[src/hw/rtl/assert_macros.svh]
// assertion macros shared by the rtl files
// no dependencies; define ASSERT_OFF to compile the checks away
`ifndef ASSERT_MACROS_SVH
`define ASSERT_MACROS_SVH
`ifndef ASSERT_OFF
`define ASSERT_PROP(lbl, clk, rst, prop) \
  lbl: assert property (@(posedge clk) disable iff (rst) prop) else $error("property violated");
`define ASSERT_NEVER(lbl, clk, rst, cond) \
  lbl: assert property (@(posedge clk) disable iff (rst) !(cond)) else $error("forbidden condition");
`else
`define ASSERT_PROP(lbl, clk, rst, prop)
`define ASSERT_NEVER(lbl, clk, rst, cond)
`endif
`endif

[src/hw/rtl/lcpa_ram.sv]
// generic single write port ram with one registered read port
// no dependencies
`default_nettype none

module lcpa_ram #(
  parameter int WIDTH = 8,
  parameter int DEPTH = 256
) (
  input  wire logic                     clk,
  input  wire logic                     we,
  input  wire logic [$clog2(DEPTH)-1:0] waddr,
  input  wire logic [WIDTH-1:0]         wdata,
  input  wire logic [$clog2(DEPTH)-1:0] raddr,
  output logic      [WIDTH-1:0]         rdata
);

  logic [WIDTH-1:0] mem [DEPTH];

  always_ff @(posedge clk) begin
    if (we) begin
      mem[waddr] <= wdata;
    end
    rdata <= mem[raddr];
  end

endmodule

`default_nettype wire

[config.mk]
export PLATFORM = sky130hd
export DESIGN_NAME = lcpa_ram
export DESIGN_NICKNAME = d
export VERILOG_FILES = /design/src/hw/rtl/assert_macros.svh /design/src/hw/rtl/lcpa_ram.sv
export SDC_FILE = /design/constraint.sdc
export NUM_CORES = 2
export LEC_CHECK = 0
export ABC_AREA = 1
export BUFFER_PORTS_ARGS = -buffer_cell sky130_fd_sc_hd__buf_2
export CORE_ASPECT_RATIO = 0.9
export CORE_UTILIZATION = 40
export CTS_CLUSTER_DIAMETER = 200
export DETAILED_ROUTE_END_ITERATION = 7
export PLACE_DENSITY_LB_ADDON = 0.05
export SETUP_SLACK_MARGIN = 0.3
export SLEW_MARGIN = 0
export SYNTH_ARGS = -nofsm -noshare
export SYNTH_HDL_FRONTEND = slang
export SYNTH_SLANG_ARGS = --single-unit
[constraint.sdc]
create_clock -name clk -period 1.8 [get_ports clk]
set_input_delay 0.27 -clock clk [delete_from_list [all_inputs] [get_ports clk]]
set_output_delay 0.27 -clock clk [all_outputs]
set_load 0.01 [all_outputs]
==> results.py <==
metrics = {
    "flow_run": {
        "drv_cap": 0,
    },
    "setup_path": {
        "path_buf_inv": 1,
        "crit_start": "rdata[4]",
        "r2r-start": "mem[73][1]",
        "critPathCaptureType": "output pin",
        "slowest_stage": "dfxtp_4",
        "crit_required_ns": 1.53,
        "rrSetupSlack_ns": 0.13,
        "crit_arrival_ns": 1.45,
        "path_cells": "buf_6",
        "worstReg2RegEnd": "rdata[1]",
        "crit_type": "reg2out",
        "critPathMaxFanout": 1,
        "cp_slowest_stage_delay_ns": 0.44,
        "start_kind": "flop",
        "reg2reg_depth": 10,
        "critPathTopFamily": "flip-flops",
    },
    "routing": {
        "drt-vias-per-instance": 5.40,
        "vias": 57418,
        "drc": 0,
        "drt_iter0_drc": 5920,
        "firstDrtPassIters": 6,
        "ant_nets": 0,
        "drt_wl_total_um": 275000,
        "avgRoutedWirePerCell_um": 25.8,
    },
    "synthesis": {
        "ys_ff_latch": 2056,
        "syn-instance-count": 7003,
        "yosysTopAreaCellShare_pct": 73.7,
        "synthTopCellsByArea": "edfxtp_1, nand3_1, nand2_1",
        "synth_common_cells": "nand2_1, edfxtp_1, nand3_1",
        "synthesis.area_sq_mm": 0.0834,
        "synth-main-ff-cell": "edfxtp_1",
        "yosysMostFrequentCell": "nand2_1",
        "yosys_warnings": 0,
        "synth.distinct_cells": 14,
        "syn_nets": 7029,
        "synth_area_leader_cell": "edfxtp_1",
        "ys_async_sr_fraction_pct": 0,
        "post_synth.cell_area_avg_sq_um": 11.9,
        "seq_area_frac_synth_pct": 73.9,
        "synth_enable_flop_cells": 2048,
    },
    "pwr": {
        "p_switching_mw": 24.5,
        "p_leak_nw": 37.9,
        "finalPower_mw": 105,
        "pwr-share-seq_pct": 50.3,
        "swShare_pct": 23.3,
        "internal_power_mw": 80.6,
        "combPwrFrac_pct": 8.1,
        "pwr_density_cell_mw_per_mm2": 1010,
        "ir_drop_v": 0.000870,
        "clockPowerShare_pct": 41.6,
    },
    "final_layout": {
        "final_cell_count_no_fill": 10637,
        "nNetsFinal": 7760,
        "postLayoutCoreUtil_pct": 50.6,
        "area_delta_synth_final_pct": 25.2,
        "n_fill_cell": 18033,
        "final_layout_size_suffix_gt1_share_pct": 22.5,
        "fin_area_sq_mm": 0.104,
    },
    "clocking": {
        "clk_latency_ns": 0.86,
        "clk_pin_slew_ns": 0.06,
        "root_buffer": "clkbuf_16",
        "cts_sinks": 2056,
        "cts_buffers": 213,
        "tritoncts": "built",
        "clockBufferDepth": 3,
        "cts_max_level": 4,
    },
    "hold_path": {
        "hold_start": "we",
        "hold_class": "in2reg",
        "hold_depth": 4,
        "min_to": "mem[206][6]",
    },
    "floorplanning": {
        "num_rows": 158,
        "chipWidth_um": 483,
        "fp.dieH_um": 435,
        "core-area_sq_mm": 0.207,
        "die-area_sq_mm": 0.210,
        "start_util_pct": 40.4,
        "ios": 34,
    },
    "sta": {
        "worst_slew_pin_slew_ns": 0.950,
        "finClkSkew_ns": 0.0342,
        "min_period_over_period_pct": 95.5,
        "setup_ws_ns": 0.0805,
        "tns_ns": 0,
        "finalSetupViolations": 0,
        "fmax_mhz": 582,
        "slew-limit-headroom_pct": 36.6,
        "timing_hold_violations_final": 0,
        "hold_slack_ns": 0.178,
        "finalMaxSlewViolations": 0,
        "finalCriticalPeriod_ns": 1.72,
        "rsz0062_at_grt": "yes",
    },
    "global_routing": {
        "grt_max_degree": 81,
        "grt_pass1_wl_um": 397000,
        "groute.usage.overall_pct": 25.8,
        "overflow": 0,
        "antenna_found_initial": 14,
        "grt_pass1_vias": 55748,
    },
    "place": {
        "pre_cts_slack_ns": -1.24,
        "port_buffers": 33,
        "place_area_sq_mm": 0.0946,
        "placedCellCount": 10219,
        "place.gp.congestion": 0.870,
        "dp_hpwl_um": 176000,
    },
    "outcome": {
        "outcome": "complete, no violations",
    },
}
power by group through the flow:
stage | Clock (mW) | Combinational, mW | Sequential (mW)
final | 43.8 | 8.56 | 52.9
after global routing | 46.2 | 9.12 | 52.8
after CTS | 44.5 | 8.34 | 52.9
after detailed placement | 0 | 7.79 | 53.9
after global placement | 0 | 7.77 | 53.9
after floorplan | 0 | 3.41 | 53.8
registers in the layout (all words and copies together) (netlist names):
signal,cells
rdata,8
mem,2048
how the worst max path moves through the flow:
stage	depth (start not counted)	slack, ns	endpoint
final	1	0.08	rdata[4]
after global routing	1	0.05	rdata[4]
after CTS	1	0.009	rdata[2]
after detailed placement	16	-1.24	rdata[1]
after global placement	16	-1.22	rdata[1]
after floorplan	4	0.18	mem[189][0]
cells in the final DEF, fill, tap and decap left out, drive strengths merged:
cell and n:
edfxtp 2048, bufbuf 1, buf 985, dlygate4sd3 9
dfxtp 8, nand3 2019, clkinvlp 1, nor2 283
diode 2, inv 45, clkbuf 282, bufinv 18
clkinv 93, nand2 2123
routing by layer:
layer	track usage [%]	part of all wire (%)	vias up
li1	-	-	26414
met4	5.68	2.1	4
met2	40.2	46	1850
met1	38.4	46	28833
met3	3.43	6.0	317
met5	0	0.012	-
final cells by class:
type	instances	area, sq um	share of cell area [%]
antenna	2	5.00	0.00479
clock buffer	280	5770	5.53
clock inverter	116	1050	1.00
inverter	39	190	0.182
multi-input combinational	4425	22000	21.0
sequential	2056	61700	59.1
tap	2720	3400	3.26
timing repair buffer	997	10300	9.89
timing repair inverter	2	22.5	0.0216
cell families (layout without fill, tap and decap cells):
| family | Yosys count | after routing | share of synthesized area [%] |
|---|---|---|---|
| buffers and inverters | 522 | 1434 | 3.12 |
| and+or+nand+nor | 4425 | 4425 | 22.9 |
| other | 0 | 2 | 0 |
| DFF | 2056 | 2056 | 73.9 |
what timing repair did:
| item | CTS | global route |
|---|---|---|
| resized for setup | 364 | 183 |
| pin swaps | 101 | 103 |
| endpoints found under the hold margin | 520 | 0 |
| buffers inserted | 0 | 6 |
| gates cloned | 2 | 3 |
| hold buffers | 9 | 0 |
| setup endpoints to repair | 16 | 16 |
(Power assumes the default switching activity.)
